===== config.mk =====
export PLATFORM = sky130hd
export DESIGN_NAME = length_prefixed_frame_deframer_unit
export DESIGN_NICKNAME = d
export VERILOG_FILES = /design/src/rtl/core/lpfd_pkg.sv /design/src/rtl/core/lpfd_front.sv /design/src/rtl/core/lpfd_queue.sv /design/src/rtl/core/lpfd_back.sv /design/src/rtl/core/length_prefixed_frame_deframer_unit.sv
export VERILOG_INCLUDE_DIRS = /design/src /design/src/rtl/core
export SDC_FILE = /design/constraint.sdc
export NUM_CORES = 1
export LEC_CHECK = 0
export BUFFER_PORTS_ARGS = -buffer_cell sky130_fd_sc_hd__buf_2
export CELL_PAD_IN_SITES_DETAIL_PLACEMENT = 0
export CELL_PAD_IN_SITES_GLOBAL_PLACEMENT = 1
export CORE_UTILIZATION = 40
export CTS_CLUSTER_DIAMETER = 80
export DETAILED_ROUTE_END_ITERATION = 6
export PLACE_DENSITY = 0.66
export SLEW_MARGIN = 30
export SYNTH_ARGS = -nofsm -noshare
export SYNTH_HDL_FRONTEND = slang
export SYNTH_SLANG_ARGS = --single-unit

===== constraint.sdc =====
create_clock -name i_clk -period 5.7 [get_ports i_clk]
set_clock_uncertainty 0.15 [all_clocks]
set_input_delay 0.57 -clock i_clk [delete_from_list [all_inputs] [get_ports i_clk]]
set_output_delay 0.57 -clock i_clk [all_outputs]
set_load 0.02 [all_outputs]

===== src/rtl/core/length_prefixed_frame_deframer_unit_assert.svh =====
// Assertion macros shared by the deframer RTL.
`ifndef LENGTH_PREFIXED_FRAME_DEFRAMER_UNIT_ASSERT_SVH
`define LENGTH_PREFIXED_FRAME_DEFRAMER_UNIT_ASSERT_SVH

// Same-cycle implication, ignored while reset is asserted.
`define LPFD_ASSERT_NOW(label, clk, rst_n, ante, cons) \
    label: assert property (@(posedge clk) disable iff (!rst_n) (ante) |-> (cons)) \
        else $error("lpfd same-cycle check failed");

// Next-cycle implication, ignored while reset is asserted.
`define LPFD_ASSERT_NEXT(label, clk, rst_n, ante, cons) \
    label: assert property (@(posedge clk) disable iff (!rst_n) (ante) |=> (cons)) \
        else $error("lpfd next-cycle check failed");

`endif


===== src/rtl/core/lpfd_pkg.sv =====
// Shared types and constants of the length-prefixed frame deframer.
`timescale 1ns / 1ps
package lpfd_pkg;

    localparam int unsigned HDR_BYTES = 6;
    localparam logic [31:0] MAX_LEN_RESET = 32'd4194304;

    // Header byte positions (little-endian type, then little-endian length).
    localparam logic [2:0] HDR_TYPE_LO = 3'd0;
    localparam logic [2:0] HDR_TYPE_HI = 3'd1;
    localparam logic [2:0] HDR_LEN_B0  = 3'd2;
    localparam logic [2:0] HDR_LEN_B1  = 3'd3;
    localparam logic [2:0] HDR_LEN_B2  = 3'd4;
    localparam logic [2:0] HDR_LEN_B3  = 3'd5;

    typedef struct packed {
        logic [15:0] frame_type;
        logic [7:0]  payload_byte;
        logic        has_byte;
        logic        frame_last;
        logic        oversize_error;
    } t_result;

endpackage


===== src/rtl/core/lpfd_front.sv =====
// Front end: header parser, payload counter and result classification.
`timescale 1ns / 1ps
module lpfd_front (
    input  logic             i_clk,
    input  logic             i_rst_n,
    input  logic             i_in_valid,
    input  logic [7:0]       i_rx_byte,
    input  logic             i_q_full,
    input  logic             i_cfg_valid,
    input  logic [31:0]      i_cfg_data,
    output logic             o_in_stall,
    output logic             o_push,
    output lpfd_pkg::t_result o_result
);
    import lpfd_pkg::*;

    logic [2:0]  r_hdr_idx,    n_hdr_idx;
    logic [15:0] r_type,       n_type;
    logic [31:0] r_remaining,  n_remaining;
    logic        r_in_payload, n_in_payload;
    logic        r_dead,       n_dead;
    logic [31:0] r_max_len,    n_max_len;

    logic        w_accept;
    logic [31:0] w_len;
    logic        w_push;
    t_result     w_result;

    assign o_in_stall = i_q_full;
    assign w_accept   = i_in_valid && !i_q_full;
    // Full length as it stands once the last length byte arrives.
    assign w_len      = {i_rx_byte, r_remaining[23:0]};

    always_comb begin
        n_hdr_idx    = r_hdr_idx;
        n_type       = r_type;
        n_remaining  = r_remaining;
        n_in_payload = r_in_payload;
        n_dead       = r_dead;
        n_max_len    = r_max_len;
        w_push       = 1'b0;
        w_result     = '0;
        w_result.frame_type = r_type;

        if (i_cfg_valid) begin
            n_max_len = i_cfg_data;
        end

        if (w_accept && !r_dead) begin
            if (r_in_payload) begin
                n_remaining           = r_remaining - 32'd1;
                w_push                = 1'b1;
                w_result.payload_byte = i_rx_byte;
                w_result.has_byte     = 1'b1;
                w_result.frame_last   = (r_remaining == 32'd1);
                if (r_remaining == 32'd1) begin
                    n_in_payload = 1'b0;
                    n_hdr_idx    = HDR_TYPE_LO;
                end
            end else begin
                case (r_hdr_idx)
                    HDR_TYPE_LO: begin
                        n_type      = {8'h00, i_rx_byte};
                        n_remaining = '0;
                        n_hdr_idx   = HDR_TYPE_HI;
                    end
                    HDR_TYPE_HI: begin
                        n_type    = {i_rx_byte, r_type[7:0]};
                        n_hdr_idx = HDR_LEN_B0;
                    end
                    HDR_LEN_B0: begin
                        n_remaining = {r_remaining[31:8], i_rx_byte};
                        n_hdr_idx   = HDR_LEN_B1;
                    end
                    HDR_LEN_B1: begin
                        n_remaining = {r_remaining[31:16], i_rx_byte, r_remaining[7:0]};
                        n_hdr_idx   = HDR_LEN_B2;
                    end
                    HDR_LEN_B2: begin
                        n_remaining = {r_remaining[31:24], i_rx_byte, r_remaining[15:0]};
                        n_hdr_idx   = HDR_LEN_B3;
                    end
                    HDR_LEN_B3: begin
                        n_hdr_idx = HDR_TYPE_LO;
                        if (w_len > r_max_len) begin
                            // oversize: report once, then drop everything
                            n_dead                  = 1'b1;
                            n_remaining             = '0;
                            w_push                  = 1'b1;
                            w_result.oversize_error = 1'b1;
                        end else if (w_len == 32'd0) begin
                            n_remaining         = '0;
                            w_push              = 1'b1;
                            w_result.frame_last = 1'b1;
                        end else begin
                            n_remaining  = w_len;
                            n_in_payload = 1'b1;
                        end
                    end
                    default: begin
                        n_hdr_idx = HDR_TYPE_LO;
                    end
                endcase
            end
        end
    end

    always_ff @(posedge i_clk) begin
        if (!i_rst_n) begin
            r_hdr_idx    <= HDR_TYPE_LO;
            r_type       <= '0;
            r_remaining  <= '0;
            r_in_payload <= 1'b0;
            r_dead       <= 1'b0;
            r_max_len    <= MAX_LEN_RESET;
        end else begin
            r_hdr_idx    <= n_hdr_idx;
            r_type       <= n_type;
            r_remaining  <= n_remaining;
            r_in_payload <= n_in_payload;
            r_dead       <= n_dead;
            r_max_len    <= n_max_len;
        end
    end

    assign o_push   = w_push;
    assign o_result = w_result;

`include "length_prefixed_frame_deframer_unit_assert.svh"

    `LPFD_ASSERT_NEXT(a_dead_sticks, i_clk, i_rst_n, r_dead, r_dead)
    `LPFD_ASSERT_NOW(a_no_push_dead, i_clk, i_rst_n, r_dead, !w_push)
    `LPFD_ASSERT_NOW(a_payload_hdr_idle, i_clk, i_rst_n, r_in_payload,
                     r_hdr_idx == HDR_TYPE_LO && r_remaining != 32'd0)

endmodule


===== src/rtl/core/lpfd_queue.sv =====
// Short result queue between the parser and the output stage.
`timescale 1ns / 1ps
module lpfd_queue #(
    parameter int unsigned DEPTH = 4
) (
    input  logic              i_clk,
    input  logic              i_rst_n,
    input  logic              i_push,
    input  lpfd_pkg::t_result i_data,
    input  logic              i_pop,
    output logic              o_full,
    output logic              o_empty,
    output lpfd_pkg::t_result o_head
);
    import lpfd_pkg::*;

    localparam int unsigned PTR_W = $clog2(DEPTH);
    localparam int unsigned CNT_W = $clog2(DEPTH + 1);
    localparam logic [PTR_W-1:0] LAST_PTR = PTR_W'(DEPTH - 1);
    localparam logic [CNT_W-1:0] FULL_CNT = CNT_W'(DEPTH);

    t_result           r_mem [DEPTH];
    logic [PTR_W-1:0]  r_wr_ptr, n_wr_ptr;
    logic [PTR_W-1:0]  r_rd_ptr, n_rd_ptr;
    logic [CNT_W-1:0]  r_count,  n_count;

    logic w_do_push, w_do_pop;

    assign o_full    = (r_count == FULL_CNT);
    assign o_empty   = (r_count == '0);
    assign o_head    = r_mem[r_rd_ptr];
    assign w_do_push = i_push && !o_full;
    assign w_do_pop  = i_pop && !o_empty;

    always_comb begin
        n_wr_ptr = r_wr_ptr;
        n_rd_ptr = r_rd_ptr;
        n_count  = r_count;
        if (w_do_push) begin
            n_wr_ptr = (r_wr_ptr == LAST_PTR) ? '0 : r_wr_ptr + 1'b1;
        end
        if (w_do_pop) begin
            n_rd_ptr = (r_rd_ptr == LAST_PTR) ? '0 : r_rd_ptr + 1'b1;
        end
        if (w_do_push && !w_do_pop) begin
            n_count = r_count + 1'b1;
        end else if (w_do_pop && !w_do_push) begin
            n_count = r_count - 1'b1;
        end
    end

    always_ff @(posedge i_clk) begin
        if (w_do_push) begin
            r_mem[r_wr_ptr] <= i_data;
        end
    end

    always_ff @(posedge i_clk) begin
        if (!i_rst_n) begin
            r_wr_ptr <= '0;
            r_rd_ptr <= '0;
            r_count  <= '0;
        end else begin
            r_wr_ptr <= n_wr_ptr;
            r_rd_ptr <= n_rd_ptr;
            r_count  <= n_count;
        end
    end

`include "length_prefixed_frame_deframer_unit_assert.svh"

    `LPFD_ASSERT_NOW(a_count_bound, i_clk, i_rst_n, 1'b1, r_count <= FULL_CNT)
    `LPFD_ASSERT_NOW(a_no_push_full, i_clk, i_rst_n, i_push, !o_full)
    `LPFD_ASSERT_NEXT(a_count_grows, i_clk, i_rst_n, w_do_push && !w_do_pop,
                      r_count == $past(r_count) + 1'b1)

endmodule


===== src/rtl/core/lpfd_back.sv =====
// Back end: output register that drains the queue toward the receiver.
`timescale 1ns / 1ps
module lpfd_back (
    input  logic              i_clk,
    input  logic              i_rst_n,
    input  logic              i_q_empty,
    input  lpfd_pkg::t_result i_q_head,
    input  logic              i_out_stall,
    output logic              o_pop,
    output logic              o_out_valid,
    output lpfd_pkg::t_result o_result
);
    import lpfd_pkg::*;

    logic    r_valid, n_valid;
    t_result r_result;
    logic    w_load;

    // Register can take a new entry when empty or being drained this cycle.
    assign w_load  = !r_valid || !i_out_stall;
    assign o_pop   = w_load && !i_q_empty;
    assign n_valid = w_load ? !i_q_empty : r_valid;

    always_ff @(posedge i_clk) begin
        if (!i_rst_n) begin
            r_valid <= 1'b0;
        end else begin
            r_valid <= n_valid;
        end
    end

    always_ff @(posedge i_clk) begin
        if (o_pop) begin
            r_result <= i_q_head;
        end
    end

    assign o_out_valid = r_valid;
    assign o_result    = r_result;

endmodule


===== src/rtl/core/length_prefixed_frame_deframer_unit.sv =====
// Top level of the length-prefixed frame deframer.
`timescale 1ns / 1ps
// Usage:
//   Input channel: one stream byte per request on i_rx_byte, i_in_valid with
//   o_in_stall. Each frame is a 6-byte header (16-bit LE type, 32-bit LE
//   length) followed by the payload bytes.
//   Output channel: one result per payload byte, tagged with the frame type
//   and marked last on the final byte; an empty frame gives one result with
//   has_byte low and frame_last high; an oversize length gives one result
//   with o_oversize_error high, after which all input is dropped until reset.
//   Config channel: i_cfg_valid/o_cfg_ready writes max_payload_len
//   (always ready; write only while the block is idle).
// Timing: one byte accepted per clock while o_in_stall is low. A result
//   leaves the parser into the queue at the accept edge, then moves into
//   the output register, where o_out_valid shows it to the receiver.
//   Only the last header byte gives a result (empty or oversize frame).
// Stall: the output register holds while i_out_stall is high; the queue of
//   QUEUE_DEPTH results absorbs the backlog, and o_in_stall rises only once
//   it is full.
// Reset (synchronous, i_rst_n low): parser back to header start, stream
//   revived, queue and output emptied, max_payload_len back to 4 MiB.
module length_prefixed_frame_deframer_unit #(
    parameter int unsigned QUEUE_DEPTH = 4   // 2 or more
) (
    input  logic        i_clk,
    input  logic        i_rst_n,
    // byte input
    input  logic        i_in_valid,
    output logic        o_in_stall,
    input  logic [7:0]  i_rx_byte,
    // result output
    output logic        o_out_valid,
    input  logic        i_out_stall,
    output logic [15:0] o_frame_type,
    output logic [7:0]  o_payload_byte,
    output logic        o_has_byte,
    output logic        o_frame_last,
    output logic        o_oversize_error,
    // configuration write
    input  logic        i_cfg_valid,
    output logic        o_cfg_ready,
    input  logic [31:0] i_cfg_data
);
    import lpfd_pkg::*;

    logic    w_push, w_pop, w_q_full, w_q_empty;
    t_result w_front_res, w_q_head, w_out_res;

    assign o_cfg_ready = 1'b1;

    // Front: accept bytes, parse headers, turn payload bytes and frame events into results.
    lpfd_front u_front (
        .i_clk       (i_clk),
        .i_rst_n     (i_rst_n),
        .i_in_valid  (i_in_valid),
        .i_rx_byte   (i_rx_byte),
        .i_q_full    (w_q_full),
        .i_cfg_valid (i_cfg_valid && o_cfg_ready),
        .i_cfg_data  (i_cfg_data),
        .o_in_stall  (o_in_stall),
        .o_push      (w_push),
        .o_result    (w_front_res)
    );

    // Queue decouples parser stalls from receiver stalls.
    lpfd_queue #(
        .DEPTH (QUEUE_DEPTH)
    ) u_queue (
        .i_clk   (i_clk),
        .i_rst_n (i_rst_n),
        .i_push  (w_push),
        .i_data  (w_front_res),
        .i_pop   (w_pop),
        .o_full  (w_q_full),
        .o_empty (w_q_empty),
        .o_head  (w_q_head)
    );

    // Back: registered output stage.
    lpfd_back u_back (
        .i_clk       (i_clk),
        .i_rst_n     (i_rst_n),
        .i_q_empty   (w_q_empty),
        .i_q_head    (w_q_head),
        .i_out_stall (i_out_stall),
        .o_pop       (w_pop),
        .o_out_valid (o_out_valid),
        .o_result    (w_out_res)
    );

    assign o_frame_type     = w_out_res.frame_type;
    assign o_payload_byte   = w_out_res.payload_byte;
    assign o_has_byte       = w_out_res.has_byte;
    assign o_frame_last     = w_out_res.frame_last;
    assign o_oversize_error = w_out_res.oversize_error;

endmodule

==> impl_metrics.json, run 1 <==
{
  "outcome": "completed",
  "rsz0062_at_grt": "no",
  "grt_pass1_vias": 6708,
  "whs_endpoint": "u_front.r_max_len[8]",
  "cts-root-buf": "clkbuf_16",
  "drt-vias-per-instance": 5.43,
  "finalCritPeriodShare_pct": 73.1,
  "htree_levels": 1,
  "holdCritStartpoint": "i_cfg_data[8]",
  "crit_fanout": 9,
  "synth-compound-area-share_pct": 10.4,
  "ctsResizeCount": 0,
  "clk_pin_slew_worst_paths_ns": 0.06,
  "cellPowerDensity_mw_per_mm2": 436,
  "async_flop_share_pct": 0,
  "io_pins": 75,
  "drive_above_1_share_pct": 18.9,
  "ff2ff_setup_slack_ns": 1.53,
  "ys_warn_count": 0,
  "antenna_found_initial": 0,
  "cp-end-kind": "flip-flop",
  "worstSetupStartpointType": "flip-flop",
  "setup_ws_ns": 1.53,
  "maxSlewHeadroom_pct": 40.4,
  "crit_arrival_ns": 4.48,
  "crit_slowest_cell": "or4_1",
  "finalHoldViolCount": 0,
  "cp_cell_sequence": "or4_4 -> or4_1 -> nor4_4 -> nor2_1 -> and3_1 -> nor3_2 -> ha_1 -> inv_1 -> fa_1 -> xor2_1 -> or3_1 -> a21oi_1",
  "synth-adder-area-share_pct": 5.19,
  "rows": 58,
  "cts_hold_buf": 0,
  "ant_nets": 0,
  "pre_cts_slack_ns": 1.44,
  "cts_tree": "done",
  "grt-ovfl-total": 0,
  "power_frac_comb_pct": 27.1,
  "final_nets": 979,
  "worst_skew_pair.late_latency_ns": 0.53,
  "vias": 6736,
  "rr_worst_depth": 12,
  "grt_max_degree": 36,
  "cap_violations": 0,
  "leakage_nw": 4.41,
  "die_y_um": 162,
  "r2r_start": "u_front.r_remaining[16]",
  "multiInputGateArea_mm2": 0.00399,
  "maxSlewViolCount": 0,
  "synth_top_family_by_area": "simple AND/OR/NAND/NOR gates",
  "final.min_clock_period_ns": 4.17,
  "synth_edf_count": 135,
  "setup_violations": 0,
  "design.core.area_mm2": 0.0252,
  "worstHoldPathCells": 3,
  "first_pass_iters": 5,
  "power.switching_w": 0.00166,
  "fill_cells": 2288,
  "synth.area.top_cells": "edfxtp_1 39%, dfxtp_1 18%, mux4_2 5.9%, ha_1 5.0%, mux2i_1 4.9%",
  "port_buffers": 73,
  "syn_to_final_growth_pct": 14.2,
  "switching_share_pct": 32.4,
  "cts_buffer_depth": 3,
  "syn-num-nets": 922,
  "whs_ns": 0.117,
  "yosysTopAreaCell": "edfxtp_1",
  "hp-class": "input pin to flip-flop",
  "worstMarginPinSlew_ns": 0.893,
  "routed_wl_um": 23000,
  "drtIter0Drc": 451,
  "seq_power_share_pct": 43.2,
  "cts_sinks": 228,
  "synthCells": 835,
  "start_util_pct": 40.8,
  "synth_flop_cell": "edfxtp_1",
  "syn_area_per_cell_um2": 12.3,
  "critPathMaxStageDelay_ns": 0.61,
  "fmax_mhz": 240,
  "diodes": 0,
  "vdd_drop_max_mv": 0.248,
  "ys_seq_area_share_pct": 57.6,
  "drcViolationCount": 0,
  "r2r-end": "u_queue.r_count[2]",
  "gp_congestion": 0.802,
  "yosys_register_bits": 228,
  "ys_types": 67,
  "die_x_um": 162,
  "dp_hpwl_um": 15000,
  "synth_area_mm2": 0.0103,
  "cts_buffers": 25,
  "intPower_w": 0.00346,
  "synth_top_area_share_pct": 39.5,
  "synthXorXnorAreaFrac_pct": 1.45,
  "die_area_mm2": 0.0263,
  "wire_per_inst_um": 18.5,
  "setup-tns-final_ns": 0,
  "criticalPathCategory": "flip-flop to flip-flop",
  "synth-simple-area-share_pct": 10.8,
  "power.share.clock_pct": 29.7,
  "grt_pass1_wl_um": 37400,
  "post_cts_buffers": 0,
  "cp_data_required_time_ns": 6.01,
  "regArea_mm2": 0.00592,
  "track_usage_pct": 18.0,
  "synth_mux_area_share_pct": 10.8
}
==> worst max-delay path by stage <==
stage,startpoint,end,depth (start not counted)
floorplan,u_front.r_remaining[16],u_queue.r_mem[3][0],7
global placement,i_rx_byte[7],u_queue.r_count[2],14
detailed placement,i_rx_byte[7],u_queue.r_count[2],14
CTS,u_front.r_remaining[16],u_queue.r_count[2],12
global route,u_front.r_remaining[9],u_queue.r_count[2],12
finish,u_front.r_remaining[16],u_queue.r_count[2],12
==> metrics by stage <==
step | cell area [µm²] | utilization (%) | total power (W) | cells
6_report | 11700 | 46.6 | 0.00512 | 1241
5_1_grt | 11700 | 46.6 | 0.00540 | 1241
4_1_cts | 11700 | 46.5 | 0.00518 | 1240
3_5_place_dp | 10900 | 43.4 | 0.00364 | 1194
3_3_place_gp | 10900 | 43.4 | 0.00364 | 1194
2_1_floorplan | 10300 | - | 0.00324 | 835
==> final cells by class <==
cell class | instances | share of cell area (%)
Sequential cell | 228 | 50.5
Timing Repair Buffer | 85 | 4.05
Inverter | 41 | 1.31
Clock buffer | 40 | 6.24
Multi-Input combinational cell | 511 | 34.0
Tap cell | 330 | 3.52
Clock inverter | 6 | 0.373
==> critical path, delay by kind of cell, from the launching register on <==
| kind | cells | cell delay (ns) |
|---|---|---|
| flops | 1 | 0.38 |
| compound gates | 1 | 0.13 |
| xor+xnor | 1 | 0.17 |
| simple gates | 7 | 2.57 |
| fa+ha+maj | 2 | 0.63 |
| buf+inv | 1 | 0.06 |
==> kinds of logic after synthesis <==
group,after synthesis
and+or+nand+nor,221
adders and majority gates,42
xor gates and xnor gates,17
buffers and inverters,96
other,1
muxes,77
DFF,228
AOI/OAI and AO/OA,153
==> cells in the mapped netlist (20+ instances only) <==
cell,number
edfxtp_1,135
dfxtp_1,93
nor2_1,80
mux2i_1,50
a21oi_1,42
ha_1,41
inv_1,41
clkbuf_1,40
nand2_1,36
mux4_2,27
nor3_1,20
o21ai_0,20
==> power by group through the flow <==
stage / registers (W) / clock network, W / logic, W
final: 0.00221 / 0.00152 / 0.00138
after global routing: 0.00225 / 0.00162 / 0.00153
after CTS: 0.00222 / 0.00157 / 0.00139
after detailed placement: 0.00225 / 0 / 0.00139
after global placement: 0.00225 / 0 / 0.00139
after floorplan: 0.00229 / 0 / 0.000957
==> registers in the layout, indices dropped and copies added (netlist names) <==
signal	cells
u_back.o_out_valid	1
u_back.o_result	27
u_front.r_dead	1
u_front.r_hdr_idx	3
u_front.r_in_payload	1
u_front.r_max_len	32
u_front.r_remaining	32
u_front.r_type	16
u_queue.r_count	3
u_queue.r_mem	108
u_queue.r_rd_ptr	2
u_queue.r_wr_ptr	2
==> metal layers <==
layer	up-vias	GRT usage, %	routed length (µm)
li1	3257	-	-
met1	3261	24.6	10900
met2	176	29.6	10500
met3	42	2.60	971
met4	0	5.70	592
met5	-	0	0
==> cells in the final DEF (no fill, tap or decap), types with 5 or more instances in the layout <==
master and n:
edfxtp_1 135, nor4_1 14, a211oi_1 6, nand4_1 10, and2_1 6, a22o_1 5
xor2_1 10, and3_1 12, a31oi_1 11, ha_1 41, xnor2_1 7, a21oi_1 42
or4_1 5, mux4_2 27, mux2i_1 50, o21ai_0 20, nor2_1 80, a22oi_1 13
nor3_1 19, inv_1 39, clkbuf_8 5, buf_2 73, or3_1 5, buf_4 11
clkbuf_1 10, dfxtp_1 92, o21a_1 8, nand2_1 36, nand3_1 10, o221a_2 6
clkbuf_16 25
No activity file was read; power rests on OpenSTA's default activity.
==> run 2: changes to the inputs <==
==> constraint.sdc (replaced) <==
create_clock -name i_clk -period 4.14 [get_ports i_clk]
set_clock_uncertainty 0.15 [all_clocks]
set_input_delay 0.414 -clock i_clk [delete_from_list [all_inputs] [get_ports i_clk]]
set_output_delay 0.414 -clock i_clk [all_outputs]
set_load 0.02 [all_outputs]
==> impl_metrics.json, run 2 (same netlist as run 1, synthesis figures left out) <==
{
  "outcome": "completed",
  "drtIter0Drc": 532,
  "dp.cells": 1213,
  "criticalPathCategory": "flip-flop to flip-flop",
  "ctsResizeCount": 0,
  "diodes": 0,
  "rows": 58,
  "wl_met1_um": 11100,
  "post_cts_buffers": 0,
  "crit_arrival_ns": 4.07,
  "die_y_um": 162,
  "worstMarginPinSlew_ns": 0.803,
  "finalHoldViolCount": 0,
  "maxSlewHeadroom_pct": 46.2,
  "vdd_drop_max_mv": 0.290,
  "cts_sinks": 228,
  "top_layer_used": "met4",
  "worst_skew_pair.late_latency_ns": 0.53,
  "clk_pin_slew_worst_paths_ns": 0.06,
  "io_pins": 75,
  "maxSlewViolCount": 0,
  "design.core.area_mm2": 0.0252,
  "port_buffers": 73,
  "final_cell_mix": "135 x edfxtp_1, 92 x dfxtp_1, 80 x nor2_1, 72 x buf_2, 50 x mux2i_1",
  "grt-ovfl-total": 0,
  "cp-end-kind": "flip-flop",
  "cts_buffers": 25,
  "leakage_nw": 4.65,
  "wl_met2_um": 10800,
  "syn_to_final_growth_pct": 19.2,
  "drt-vias-per-instance": 5.31,
  "drive_above_1_share_pct": 19.9,
  "dp_hpwl_um": 14900,
  "grt_pass1_vias": 6647,
  "critPathMaxStageDelay_ns": 0.57,
  "layout_commonest_cell": "edfxtp_1",
  "die_area_mm2": 0.0263,
  "final_util_pct": 48.6,
  "hp-class": "input pin to flip-flop",
  "stdcell_count": 1293,
  "drcViolationCount": 0,
  "vias": 6863,
  "cts-root-buf": "clkbuf_16",
  "fmax_mhz": 265,
  "ant_nets": 0,
  "grt_max_degree": 45,
  "crit_slowest_cell": "or4_4",
  "rsz0062_at_grt": "no",
  "reg_top3": "u_queue.r_mem x108, u_front.r_max_len x32, u_front.r_remaining x32",
  "setup-tns-final_ns": 0,
  "setup_violations": 0,
  "finalCritPeriodShare_pct": 91.3,
  "cap_violations": 0,
  "grt_pass1_wl_um": 37300,
  "cp_data_required_time_ns": 4.43,
  "cellPowerDensity_mw_per_mm2": 590,
  "wire_per_inst_um": 18.1,
  "cts_tree": "done",
  "track_usage_pct": 18.2,
  "final_nets": 1031,
  "antenna_found_initial": 0,
  "start_util_pct": 40.8,
  "cts_buffer_depth": 3,
  "regMostFlops": "u_queue.r_mem",
  "first_pass_iters": 5,
  "worstSetupStartpointType": "flip-flop",
  "gp_congestion": 0.812,
  "routed_wl_um": 23500,
  "largest_reg_flops": 108,
  "cts_hold_buf": 33,
  "crit_fanout": 7,
  "cp_cell_sequence": "or4_4 -> or4_1 -> nor4_4 -> nor2_1 -> and3_1 -> nor3_2 -> ha_1 -> inv_1 -> fa_1 -> xor2_1 -> or3_1 -> a21oi_1",
  "die_x_um": 162,
  "htree_levels": 1,
  "final.min_clock_period_ns": 3.78,
  "routed-wl-met3_um": 895
}
## run 2: changes by cell type in the layout (fill, tap and decap cells not counted), sizes merged
cell         change
bufinv           +2
inv              -1
clkinv           +2
clkbuf           -4
buf             +19
clkinvlp         +1
dlygate4sd3     +33
## run 2: where the power goes
part,total (W),switching [W],internal [W]
clock network,0.00219,0.000893,0.00130
logic,0.00199,0.00116,0.000823
registers,0.00304,0.000252,0.00279
total,0.00722,0.00231,0.00491
## run 2: final timing paths
check	start	endpoint	slack, ns	cells past startpoint
worst max-delay path	u_front.r_remaining[16]	u_queue.r_count[2]	0.36	12
worst min-delay path	i_rx_byte[6]	u_front.r_remaining[30]	0.17	2
worst max register to register	u_front.r_remaining[16]	u_queue.r_count[2]	0.36	12
worst min register to register	u_back.o_out_valid	u_back.o_out_valid	0.32	2
## run 2: metrics by stage
| stage | cell area [µm²] | hold WS [ns] | setup WS [ns] | total power (W) |
|---|---|---|---|---|
| after floorplan | 10300 | 0.305 | 0.0542 | 0.00447 |
| final | 12200 | 0.175 | 0.362 | 0.00722 |
| after global routing | 12200 | 0.159 | 0.117 | 0.00761 |
| after CTS | 12200 | 0.156 | 0.354 | 0.00731 |
| after detailed placement | 11100 | 0.317 | 0.286 | 0.00506 |
| after global placement | 11100 | 0.311 | 0.327 | 0.00505 |
## run 2: area by class of cell
cell class,instances,area (µm²)
Clock buffer,36,697
Clock inverter,10,116
Fill cell,2263,12900
Inverter,41,155
Multi-Input combinational cell,511,4000
Sequential cell,228,5920
Tap cell,330,413
Timing Repair Buffer,137,935
## run 2: metal layers
metal	vias up	global-route usage (%)
met1	3321	24.8
li1	3359	-
met5	-	0
met4	0	5.49
met2	141	30.1
met3	42	2.63
## run 2: critical path, delay by kind of cell (launching register included)
family / cells / cell delay, ns
simple gates: 7 / 2.21
fa+ha+maj: 2 / 0.58
flops: 1 / 0.37
xor+xnor: 1 / 0.17
compound gates: 1 / 0.14
buf+inv: 1 / 0.06
